===== config.mk =====
export PLATFORM = sky130hd
export DESIGN_NAME = rotation_quarter_period_detector
export DESIGN_NICKNAME = d
export VERILOG_FILES = /design/src/design/rqpd_pkg.sv /design/src/design/rotation_quarter_period_detector.sv
export SDC_FILE = /design/constraint.sdc
export NUM_CORES = 2
export LEC_CHECK = 0
export ABC_AREA = 1
export BUFFER_PORTS_ARGS = -buffer_cell sky130_fd_sc_hd__clkbuf_2
export CORE_MARGIN = 8
export CORE_UTILIZATION = 44
export DETAILED_ROUTE_END_ITERATION = 7
export PLACE_DENSITY_LB_ADDON = 0.15
export SLEW_MARGIN = 40
export SYNTH_ARGS = -nofsm -noshare
export SYNTH_HDL_FRONTEND = slang
export SYNTH_SLANG_ARGS = --single-unit

===== constraint.sdc =====
create_clock -name clk -period 17.5 [get_ports clk]
set_input_delay 2.625 -clock clk [delete_from_list [all_inputs] [get_ports clk]]
set_output_delay 2.625 -clock clk [all_outputs]
set_load 0.02 [all_outputs]

===== src/design/rqpd_pkg.sv =====
`timescale 1ns / 1ps
// ----------------------------------------------------------------------------
// rqpd_pkg
// Shared widths, register indexes and reset values of the rotation
// quarter-period detector.
// ----------------------------------------------------------------------------
package rqpd_pkg;

    // box coordinate width and derived widths
    localparam int COORD_BITS  = 12;
    localparam int CENTER_BITS = COORD_BITS + 1;
    localparam int ANGLE_BITS  = 12;
    localparam int TIME_BITS   = 32;
    localparam int TIMEOUT_BITS = 16;

    // event history depth, one entry per quarter turn
    localparam int HISTORY_DEPTH = 4;
    localparam int HIST_IDX_BITS = $clog2(HISTORY_DEPTH);

    // configuration port
    localparam int CFG_INDEX_BITS = 3;
    localparam int CFG_DATA_BITS  = 16;

    typedef enum logic [CFG_INDEX_BITS-1:0] {
        REG_TRIGGER_LOW  = 3'd0,
        REG_TRIGGER_HIGH = 3'd1,
        REG_REARM_LOW    = 3'd2,
        REG_REARM_HIGH   = 3'd3,
        REG_MARK_LOW     = 3'd4,
        REG_MARK_HIGH    = 3'd5,
        REG_STALE_TIMEOUT = 3'd6
    } cfg_reg_t;

    // register reset values
    localparam logic signed [ANGLE_BITS-1:0] TRIGGER_LOW_RST  = 12'sd870;
    localparam logic signed [ANGLE_BITS-1:0] TRIGGER_HIGH_RST = 12'sd930;
    localparam logic signed [ANGLE_BITS-1:0] REARM_LOW_RST    = 12'sd850;
    localparam logic signed [ANGLE_BITS-1:0] REARM_HIGH_RST   = 12'sd950;
    localparam logic signed [ANGLE_BITS-1:0] MARK_LOW_RST     = 12'sd895;
    localparam logic signed [ANGLE_BITS-1:0] MARK_HIGH_RST    = 12'sd905;
    localparam logic [TIMEOUT_BITS-1:0]      STALE_TIMEOUT_RST = 16'd3000;

endpackage


===== src/design/rotation_quarter_period_detector.sv =====
`timescale 1ns / 1ps
// ----------------------------------------------------------------------------
// rotation_quarter_period_detector
// Detects quarter turns of a rotating target from per-frame boxes and
// reports event intervals, full-turn periods and a latched marker centre.
// ----------------------------------------------------------------------------
// One item enters per cycle when the output side keeps up. Its result is
// registered as it leaves the input register. An input register feeds
// one pass of compare and squaring logic that also updates the tracking
// state, and the result register holds the answer until it is taken. The
// next item reads the state left by the one before it right after that
// state is written, so items may follow each other in consecutive cycles.
// A stall on the output side holds the result register and then the input
// register.
module rotation_quarter_period_detector
(
    input  logic                                          clk,
    input  logic                                          rst_n,

    input  logic                                          cfg_valid,
    output logic                                          cfg_ready,
    input  logic [rqpd_pkg::CFG_INDEX_BITS-1:0]           cfg_index,
    input  logic [rqpd_pkg::CFG_DATA_BITS-1:0]            cfg_data,

    input  logic                                          in_valid,
    output logic                                          in_ready,
    input  logic [rqpd_pkg::COORD_BITS-1:0]               box_left,
    input  logic [rqpd_pkg::COORD_BITS-1:0]               box_top,
    input  logic [rqpd_pkg::COORD_BITS-1:0]               box_width,
    input  logic [rqpd_pkg::COORD_BITS-1:0]               box_height,
    input  logic signed [rqpd_pkg::ANGLE_BITS-1:0]        edge_angle,
    input  logic [rqpd_pkg::TIME_BITS-1:0]                time_ms,

    output logic                                          out_valid,
    input  logic                                          out_ready,
    output logic                                          quarter_event,
    output logic [rqpd_pkg::TIME_BITS-1:0]                quarter_interval_ms,
    output logic                                          period_valid,
    output logic [rqpd_pkg::TIME_BITS-1:0]                period_ms,
    output logic [rqpd_pkg::CENTER_BITS-1:0]              marker_x,
    output logic [rqpd_pkg::CENTER_BITS-1:0]              marker_y
);

    import rqpd_pkg::*;

    localparam int SQ_BITS  = 2 * CENTER_BITS;
    localparam int CMP_BITS = SQ_BITS + 3;
    localparam int HSQ_BITS = 2 * COORD_BITS;
    localparam int H9_BITS  = HSQ_BITS + 4;

    // configuration registers
    logic signed [ANGLE_BITS-1:0] trig_low_reg;
    logic signed [ANGLE_BITS-1:0] trig_high_reg;
    logic signed [ANGLE_BITS-1:0] rearm_low_reg;
    logic signed [ANGLE_BITS-1:0] rearm_high_reg;
    logic signed [ANGLE_BITS-1:0] mark_low_reg;
    logic signed [ANGLE_BITS-1:0] mark_high_reg;
    logic [TIMEOUT_BITS-1:0]      stale_timeout_reg;

    // input register
    logic                         s1_valid_reg;
    logic [COORD_BITS-1:0]        s1_left_reg;
    logic [COORD_BITS-1:0]        s1_top_reg;
    logic [COORD_BITS-1:0]        s1_width_reg;
    logic [COORD_BITS-1:0]        s1_height_reg;
    logic signed [ANGLE_BITS-1:0] s1_angle_reg;
    logic [TIME_BITS-1:0]         s1_time_reg;

    // tracking state
    logic                         prev_valid_reg, prev_valid_next;
    logic [CENTER_BITS-1:0]       prev_cx_reg, prev_cx_next;
    logic [CENTER_BITS-1:0]       prev_cy_reg, prev_cy_next;
    logic [H9_BITS-1:0]           prev_h9sq_reg, prev_h9sq_next;
    logic signed [ANGLE_BITS-1:0] prev_angle_reg, prev_angle_next;
    logic [TIME_BITS-1:0]         last_event_time_reg, last_event_time_next;
    logic [TIME_BITS-1:0]         event_times_reg [HISTORY_DEPTH];
    logic [HIST_IDX_BITS-1:0]     count_mod_reg, count_mod_next;
    logic                         hist_nonempty_reg, hist_nonempty_next;
    logic [CENTER_BITS-1:0]       marker_x_reg, marker_x_next;
    logic [CENTER_BITS-1:0]       marker_y_reg, marker_y_next;

    // result register
    logic                         out_valid_reg;
    logic                         event_reg, event_next;
    logic [TIME_BITS-1:0]         interval_reg, interval_next;
    logic                         pvalid_reg, pvalid_next;
    logic [TIME_BITS-1:0]         period_reg, period_next;

    // datapath signals
    logic                         s1_adv;
    logic [CENTER_BITS-1:0]       cx;
    logic [CENTER_BITS-1:0]       cy;
    logic signed [CENTER_BITS:0]  dx;
    logic signed [CENTER_BITS:0]  dy;
    logic signed [2*CENTER_BITS+1:0] dx_sq;
    logic signed [2*CENTER_BITS+1:0] dy_sq;
    logic [SQ_BITS:0]             d2;
    logic [CMP_BITS-1:0]          d2x4;
    logic [HSQ_BITS-1:0]          h_sq;
    logic [TIME_BITS-1:0]         since_last;
    logic                         stale;
    logic [HIST_IDX_BITS-1:0]     count_eff;
    logic                         jump;
    logic                         angle_trig;
    logic                         in_mark;
    logic                         evt;
    logic [HIST_IDX_BITS-1:0]     count_inc;

    // handshakes
    assign cfg_ready = 1'b1;
    assign s1_adv    = s1_valid_reg && (!out_valid_reg || out_ready);
    assign in_ready  = !s1_valid_reg || s1_adv;

    // configuration writes, unknown indexes ignored
    always_ff @(posedge clk or negedge rst_n)
    begin
        if (!rst_n)
        begin
            trig_low_reg      <= TRIGGER_LOW_RST;
            trig_high_reg     <= TRIGGER_HIGH_RST;
            rearm_low_reg     <= REARM_LOW_RST;
            rearm_high_reg    <= REARM_HIGH_RST;
            mark_low_reg      <= MARK_LOW_RST;
            mark_high_reg     <= MARK_HIGH_RST;
            stale_timeout_reg <= STALE_TIMEOUT_RST;
        end
        else if (cfg_valid)
        begin
            unique case (cfg_reg_t'(cfg_index))
                REG_TRIGGER_LOW:   trig_low_reg      <= cfg_data[ANGLE_BITS-1:0];
                REG_TRIGGER_HIGH:  trig_high_reg     <= cfg_data[ANGLE_BITS-1:0];
                REG_REARM_LOW:     rearm_low_reg     <= cfg_data[ANGLE_BITS-1:0];
                REG_REARM_HIGH:    rearm_high_reg    <= cfg_data[ANGLE_BITS-1:0];
                REG_MARK_LOW:      mark_low_reg      <= cfg_data[ANGLE_BITS-1:0];
                REG_MARK_HIGH:     mark_high_reg     <= cfg_data[ANGLE_BITS-1:0];
                REG_STALE_TIMEOUT: stale_timeout_reg <= cfg_data[TIMEOUT_BITS-1:0];
                default:           ;
            endcase
        end
    end

    // input register control
    always_ff @(posedge clk or negedge rst_n)
    begin
        if (!rst_n)
        begin
            s1_valid_reg <= 1'b0;
        end
        else if (in_ready)
        begin
            s1_valid_reg <= in_valid;
        end
    end

    // input register payload
    always_ff @(posedge clk)
    begin
        if (in_valid && in_ready)
        begin
            s1_left_reg   <= box_left;
            s1_top_reg    <= box_top;
            s1_width_reg  <= box_width;
            s1_height_reg <= box_height;
            s1_angle_reg  <= edge_angle;
            s1_time_reg   <= time_ms;
        end
    end

    // box centre and distance to the previous centre
    assign cx    = CENTER_BITS'({1'b0, s1_left_reg} + {2'b00, s1_width_reg[COORD_BITS-1:1]});
    assign cy    = CENTER_BITS'({1'b0, s1_top_reg} + {2'b00, s1_height_reg[COORD_BITS-1:1]});
    assign dx    = $signed({1'b0, cx}) - $signed({1'b0, prev_cx_reg});
    assign dy    = $signed({1'b0, cy}) - $signed({1'b0, prev_cy_reg});
    assign dx_sq = dx * dx;
    assign dy_sq = dy * dy;
    assign d2    = {1'b0, dx_sq[SQ_BITS-1:0]} + {1'b0, dy_sq[SQ_BITS-1:0]};
    assign d2x4  = {d2, 2'b00};

    // square of this height; nine times it is kept for the next item
    assign h_sq  = s1_height_reg * s1_height_reg;

    // stale history check ahead of the event test
    assign since_last = s1_time_reg - last_event_time_reg;
    assign stale      = hist_nonempty_reg &&
                        (since_last > {{(TIME_BITS-TIMEOUT_BITS){1'b0}}, stale_timeout_reg});
    assign count_eff  = stale ? '0 : count_mod_reg;

    // event tests
    assign jump       = prev_valid_reg &&
                        (d2x4 > {{(CMP_BITS-H9_BITS){1'b0}}, prev_h9sq_reg});
    assign angle_trig = (s1_angle_reg >= trig_low_reg) && (s1_angle_reg <= trig_high_reg) &&
                        ((prev_angle_reg < rearm_low_reg) || (prev_angle_reg > rearm_high_reg));
    assign in_mark    = (s1_angle_reg >= mark_low_reg) && (s1_angle_reg <= mark_high_reg);
    assign evt        = jump || angle_trig;
    assign count_inc  = count_eff + 1'b1;

    // next state and result
    always_comb
    begin
        prev_valid_next      = 1'b1;
        prev_cx_next         = cx;
        prev_cy_next         = cy;
        prev_h9sq_next       = {h_sq, 3'b000} + {4'b0000, h_sq};
        prev_angle_next      = s1_angle_reg;
        last_event_time_next = last_event_time_reg;
        count_mod_next       = count_eff;
        hist_nonempty_next   = hist_nonempty_reg && !stale;
        marker_x_next        = marker_x_reg;
        marker_y_next        = marker_y_reg;
        event_next           = evt;
        interval_next        = '0;
        pvalid_next          = 1'b0;
        period_next          = '0;
        if (evt)
        begin
            interval_next        = since_last;
            last_event_time_next = s1_time_reg;
            count_mod_next       = count_inc;
            hist_nonempty_next   = 1'b1;
            // a full history wraps to the oldest entry, which is slot zero
            if (count_inc == '0)
            begin
                pvalid_next = 1'b1;
                period_next = s1_time_reg - event_times_reg[0];
            end
            if (in_mark)
            begin
                marker_x_next = cx;
                marker_y_next = cy;
            end
        end
    end

    // tracking state and result control
    always_ff @(posedge clk or negedge rst_n)
    begin
        if (!rst_n)
        begin
            prev_valid_reg      <= 1'b0;
            prev_cx_reg         <= '0;
            prev_cy_reg         <= '0;
            prev_h9sq_reg       <= '0;
            prev_angle_reg      <= '0;
            last_event_time_reg <= '0;
            count_mod_reg       <= '0;
            hist_nonempty_reg   <= 1'b0;
            marker_x_reg        <= '0;
            marker_y_reg        <= '0;
            out_valid_reg       <= 1'b0;
        end
        else
        begin
            if (s1_adv)
            begin
                prev_valid_reg      <= prev_valid_next;
                prev_cx_reg         <= prev_cx_next;
                prev_cy_reg         <= prev_cy_next;
                prev_h9sq_reg       <= prev_h9sq_next;
                prev_angle_reg      <= prev_angle_next;
                last_event_time_reg <= last_event_time_next;
                count_mod_reg       <= count_mod_next;
                hist_nonempty_reg   <= hist_nonempty_next;
                marker_x_reg        <= marker_x_next;
                marker_y_reg        <= marker_y_next;
            end
            if (s1_adv)
            begin
                out_valid_reg <= 1'b1;
            end
            else if (out_ready)
            begin
                out_valid_reg <= 1'b0;
            end
        end
    end

    // event history and result payload
    always_ff @(posedge clk)
    begin
        if (s1_adv)
        begin
            if (evt)
            begin
                event_times_reg[count_eff] <= s1_time_reg;
            end
            event_reg    <= event_next;
            interval_reg <= interval_next;
            pvalid_reg   <= pvalid_next;
            period_reg   <= period_next;
        end
    end

    assign out_valid           = out_valid_reg;
    assign quarter_event       = event_reg;
    assign quarter_interval_ms = interval_reg;
    assign period_valid        = pvalid_reg;
    assign period_ms           = period_reg;
    assign marker_x            = marker_x_reg;
    assign marker_y            = marker_y_reg;

    // a full-turn period only comes with an event
    assert property (@(posedge clk) disable iff (!rst_n)
        out_valid_reg && pvalid_reg |-> event_reg)
        else $error("period reported without an event");

    // an empty history holds no event count
    assert property (@(posedge clk) disable iff (!rst_n)
        !hist_nonempty_reg |-> count_mod_reg == '0)
        else $error("event count set while history empty");

    // an item leaving the input register lands in the result register
    assert property (@(posedge clk) disable iff (!rst_n)
        s1_adv |=> out_valid_reg)
        else $error("item lost between input and result register");

    // an accepted item is held in the input register
    assert property (@(posedge clk) disable iff (!rst_n)
        in_valid && in_ready |=> s1_valid_reg)
        else $error("accepted item not captured");

    // the first item after reset sees no previous box
    assert property (@(posedge clk) disable iff (!rst_n)
        s1_adv && !prev_valid_reg |-> !jump)
        else $error("jump detected without a previous box");

endmodule

Yosys cells after proc, flatten, opt, wreduce, memory -nomap -nowiden
Memory sizes are Yosys's and may differ from the RTL's.
Cells that the tools add are included.
{"block": "totals", "ff_bits": 376, "ramBits": 128, "inputBits": 116, "word_cells": 93, "mem_count": 1}
{"name": "event_times_reg", "words": 4, "width": 32, "rd": 1, "rd_clocked_by_memory_dff": 0, "write_ports": 1, "line": "rotation_quarter_period_detector.sv:76", "rtl": "logic [TIME_BITS-1:0] event_times_reg [HISTORY_DEPTH];"}
{"block": "classes", "addsub": 9, "mul": 3, "magnitude_cmp": 8, "eq_ne": 6, "muxes": 9, "n_reduce_logical": 28}
{"op": "32-bit subtractor", "count": 2}
{"op": "14-bit by 14-bit multiplier with 26-bit output", "count": 2}
{"op": "32-bit by 16-bit greater-than comparator with 1-bit output", "count": 1}
{"op": "29-bit by 28-bit greater-than comparator with 1-bit output", "count": 1}
{"op": "27-bit by 24-bit adder with 28-bit output", "count": 1}
{"op": "13-bit by 13-bit subtractor with 14-bit output", "count": 2}
{"op": "26-bit by 26-bit adder with 27-bit output", "count": 1}
{"op": "12-bit by 11-bit adder with 13-bit output", "count": 2}
{"op": "12-bit greater-or-equal comparator", "count": 2}
{"op": "12-bit <= comparator", "count": 2}
{"op": "12-bit by 12-bit multiplier with 24-bit output", "count": 1}
{"op": "2-bit AND reduction", "count": 9}
{"op": "12-bit greater-than comparator", "count": 1}
{"op": "12-bit less-than comparator", "count": 1}
{"op": "3-bit == test, second input constant", "count": 3}
{"op": "1-bit logical AND", "count": 8}
{"op": "1-bit 2-to-1 mux", "count": 7}
{"op": "3-bit by 2-bit == test with 1-bit output, second input constant", "count": 2}
{"op": "1-bit logical OR", "count": 4}
{"op": "2-bit 2-to-1 mux", "count": 2}
{"op": "3-bit by 1-bit == test with 1-bit output, second input constant", "count": 1}
{"op": "1-bit logical NOT", "count": 3}
{"op": "3-bit logical NOT", "count": 1}
{"op": "3-bit AND reduction", "count": 1}
{"op": "3 further kinds", "count": 3}

Depth between registers and ports, before layout
{"block": "logic_depth", "depth_word": 10, "mapped_depth": 64, "depth_no_buf": 63}

Worst setup path before layout
OpenSTA, ideal clock, no wires.
{"block": "synth_timing", "path_type": "reg2reg", "from": "reg s1_height_reg[2]", "to": "mem event_times_reg[0][0], enable pin", "setup_time_ns": 0.421, "arrival_ns": 11.785, "t_required_ns": 17.079, "path_slack_ns": 5.294, "stages_incl_launch_ff": 52, "n_path_buf": 2, "synth_period_minus_slack_ns": 12.206, "cell_sequence": "edfxtp_1 -> clkbuf_1 -> inv_1 -> fa_1 -> nor2_1 -> a211oi_1 -> o221ai_1 -> a21oi_1 -> o21bai_1 -> xor2_1 -> inv_1 -> ha_1 -> a21oi_1 -> o21ai_0 -> o21bai_1 -> inv_1 -> clkbuf_1 -> nand2_1 -> [16 not listed] -> ha_1 -> nand2_1 -> nor4_1 -> nand4_1 -> nand3_1 -> nand3_1 -> nand2_1 -> a31oi_1 -> xor2_1 -> ha_1 -> nand4_2 -> nor3_2 -> nand3_1 -> nand3_1 -> nand2_2 -> nand2_4 -> nand2_4 -> nor2_1"}
{"block": "synth_between", "elab_chain_cells": 10}
{"item": "start: declaration", "line": "rotation_quarter_period_detector.sv:65", "rtl": "logic [COORD_BITS-1:0] s1_height_reg;"}
{"item": "start signal: assignment", "line": "rotation_quarter_period_detector.sv:163", "rtl": "s1_height_reg <= box_height;"}
{"item": "12-bit by 11-bit adder with 13-bit output", "line": "rotation_quarter_period_detector.sv:171", "rtl": "assign cy = CENTER_BITS'({1'b0, s1_top_reg} + {2'b00, s1_height_reg[COORD_BITS-1:1]});"}
{"item": "net cy[10]", "line": "rotation_quarter_period_detector.sv:92", "rtl": "logic [CENTER_BITS-1:0] cy;"}
{"item": "13-bit by 13-bit subtractor with 14-bit output", "line": "rotation_quarter_period_detector.sv:173", "rtl": "assign dy = $signed({1'b0, cy}) - $signed({1'b0, prev_cy_reg});"}
{"item": "14-bit by 14-bit multiplier with 26-bit output", "line": "rotation_quarter_period_detector.sv:175", "rtl": "assign dy_sq = dy * dy;"}
{"item": "26-bit by 26-bit adder with 27-bit output", "line": "rotation_quarter_period_detector.sv:176", "rtl": "assign d2 = {1'b0, dx_sq[SQ_BITS-1:0]} + {1'b0, dy_sq[SQ_BITS-1:0]};"}
{"item": "29-bit by 28-bit greater-than comparator with 1-bit output", "line": "rotation_quarter_period_detector.sv:190", "rtl": "(d2x4 > {{(CMP_BITS-H9_BITS){1'b0}}, prev_h9sq_reg});"}
{"item": "1-bit logical AND", "line": "rotation_quarter_period_detector.sv:189", "rtl": "assign jump = prev_valid_reg &&"}
{"item": "1-bit logical OR", "line": "rotation_quarter_period_detector.sv:194", "rtl": "assign evt = jump || angle_trig;"}
{"item": "net event_next", "line": "rotation_quarter_period_detector.sv:84", "rtl": "logic event_reg, event_next;"}
{"item": "1-bit 2-to-1 mux", "line": "rotation_quarter_period_detector.sv:282", "rtl": "if (evt)"}
{"item": "1-bit 2-to-1 mux", "line": "rotation_quarter_period_detector.sv:280", "rtl": "if (s1_adv)"}
{"item": "1-bit 2-to-1 mux (implied by the code)", "line": "rotation_quarter_period_detector.sv:284", "rtl": "event_times_reg[count_eff] <= s1_time_reg;"}
{"item": "end: declaration", "line": "rotation_quarter_period_detector.sv:76"}
The timed path passes the listed nets, and every way through them passes these cells.

Worst setup path in the final report
{"block": "layout_timing", "from": "reg s1_height_reg[1]", "to": "mem event_times_reg[0][1], enable pin"}
Same word-level chain as after synthesis.

==> results.json <==
{
  "drv_cap": 0,
  "start_kind": "register",
  "grtUsageTotal_pct": 19.0,
  "use_met1_pct": 27.8,
  "worst-path-buf-inv": 10,
  "cts_resized": 0,
  "core_area_um2": 94900,
  "fin_nets": 6189,
  "wl_mm": 100,
  "avgSynthCellArea_um2": 8.39,
  "htreeDepth": 2,
  "rsz0062_at_grt": "no",
  "end_kind": "register",
  "holdBufCountCts": 0,
  "gp_congestion": 0.880,
  "hold_viol": 0,
  "viasPerCell": 4.82,
  "path_class": "reg2reg",
  "hold_ws_ns": 0.446,
  "io_buffers": 208,
  "finalClockSkew_ns": 0.0496,
  "status": "finished, final reports clean",
  "ys_seq_area_share_pct": 26.6,
  "post_cts_buffers": 0,
  "dpl.cell_count": 6423,
  "via_count": 31400,
  "worstReg2RegEnd": "event_times_reg[0][1]",
  "grt_pass1_wl_mm": 166,
  "synthToLayoutAreaGrowth_pct": 9.76,
  "drt_iter0_markers": 1782,
  "postSynthCellCount": 5012,
  "fp.dieH_um": 325,
  "fp-row-count": 113,
  "yosys_warnings": 0,
  "final_cells": 6515,
  "cts_tree": "built",
  "holdPathStages": 0,
  "max-clock-path-buffers": 3,
  "drv_slew": 0,
  "post-route-period-util_pct": 74.3,
  "hold_path.class": "reg2reg",
  "ios": 211,
  "die-area_um2": 106000,
  "root_buffer": "clkbuf_16",
  "drive_gt1_share_pct": 8.82,
  "setup_violations": 0,
  "holdCritStartpoint": "s1_time_reg[0]",
  "synth_edf_count": 189,
  "use_met3_pct": 2.76,
  "pre_cts_ws_ns": 4.43,
  "grt_max_degree": 105,
  "tightest_slew_ns": 0.839,
  "first_pass_iters": 6,
  "fmax_mhz": 76.9,
  "whs_endpoint": "event_times_reg[0][0]",
  "antenna_found_initial": 1,
  "async_reset_ff_share_pct": 53.4,
  "yosysUniqueCellTypes": 63,
  "critPathSlowestCell": "fa_1",
  "grt_overflow_total": 0,
  "r2r_slack_ns": 4.49,
  "die_w_um": 325,
  "synth-seq-cells": 406,
  "layout_setup_ws_ns": 4.49,
  "clkSinkCount": 406,
  "r2r_start": "s1_height_reg[1]",
  "crit_fanout": 32,
  "path_common_cell": "inv_1",
  "worstPathArrival_ns": 13.26,
  "busiest_layer": "met2",
  "start_util_pct": 44.3,
  "final_antenna_net_count": 0,
  "dp_hpwl_mm": 81.7,
  "cts_made_buffers": 48,
  "relSlewSlack_pct": 43.9,
  "grt_pass1_vias": 31600,
  "worstSkewPairLatency_ns": 0.65,
  "required_ns": 17.75,
  "clk_pin_slew_ns": 0.06,
  "cpPeakStageDelay_ns": 0.90,
  "tns_ns": 0,
  "synth_area_um2": 42000,
  "use_met2_pct": 30.4,
  "synthFlopType": "edfxtp_1",
  "reg2reg_depth": 51,
  "wl_per_cell_um": 15.4,
  "timing.critical_path.from": "s1_height_reg[1]",
  "drc": 0,
  "fin_crit_ns": 13.01,
  "diodes": 0,
  "cpLargestDelayFamily": "adder cells"
}
==> cells by family (layout without fill, tap and decap cells) <==
logic type | count (synthesis) | in the layout | synth area share (%)
xor gates and xnor gates | 203 | 203 | 4.25
buffers and inverters | 1258 | 1493 | 11.5
AOI/OAI and AO/OA | 683 | 683 | 9.11
other | 2 | 5 | 0.0179
adders and majority gates | 863 | 863 | 33.0
DFF | 406 | 406 | 26.6
and+or+nand+nor | 1597 | 1597 | 15.6
==> cells in the mapped netlist, drive strengths merged (5+ instances only) <==
cell | instances | area [µm²]
inv | 1174 | 4410
nand2 | 996 | 3790
ha | 453 | 5670
fa | 410 | 8210
nor2 | 354 | 1350
o21ai | 307 | 1660
a21oi | 269 | 1350
edfxtp | 189 | 5680
dfrtp | 173 | 4330
xor2 | 135 | 1180
nand3 | 120 | 606
xnor2 | 68 | 603
clkbuf | 57 | 214
dfstp | 44 | 1160
nor3 | 42 | 235
nand4 | 39 | 250
o21bai | 33 | 248
buf | 23 | 180
or2 | 15 | 93.9
a21o | 14 | 105
nor4 | 13 | 81.3
a211oi | 11 | 82.6
a31oi | 10 | 62.6
and2 | 7 | 43.8
nand3b | 7 | 65.1
o31ai | 7 | 52.6
o221ai | 6 | 52.6
a31o | 5 | 43.8
==> cell type report <==
type | count | area (µm²)
well taps | 1265 | 1580
repair buffers | 225 | 1220
multi-input cells | 3351 | 26100
fillers | 9254 | 48700
clock inverters | 26 | 295
flip-flops and latches | 406 | 11200
clock buffers | 64 | 1350
inverters | 1178 | 4430
==> metal layers <==
metal	routed length, µm	share of wire [%]
met1	50300	50
met5	0	0
met4	1360	1.4
met3	4210	4.2
met2	44400	44
==> layout by cell type (no fill, tap or decap), drive strengths merged, types with 7 or more instances in the layout <==
cell / count
inv: 1176
nand2: 996
ha: 453
fa: 410
nor2: 354
o21ai: 307
clkbuf: 271
a21oi: 269
edfxtp: 189
dfrtp: 173
xor2: 135
nand3: 120
xnor2: 68
dfstp: 44
nor3: 42
nand4: 39
o21bai: 33
clkinv: 24
buf: 18
or2: 15
a21o: 14
nor4: 13
a211oi: 11
a31oi: 10
and2: 7
nand3b: 7
o31ai: 7
==> how the worst max path moves through the flow <==
stage,depth (start not counted),to,slack [ns]
global placement,52,event_times_reg[0][0],4.54
finish,51,event_times_reg[0][1],4.49
CTS,51,event_times_reg[0][1],4.36
floorplan,51,event_times_reg[0][0],5.29
detailed placement,52,event_times_reg[0][0],4.43
global route,50,period_ms[17],3.40
==> metrics by stage <==
stage          cell area (µm²)  util, %
2_1_floorplan            42000        -
6_report                 46100     48.6
5_1_grt                  46100     48.6
3_5_place_dp             44400     46.8
3_3_place_gp             44400     46.8
4_1_cts                  46100     48.6
Power is not shown: default switching activity piles up to over one toggle a cycle in this logic, so the estimate is an artifact.
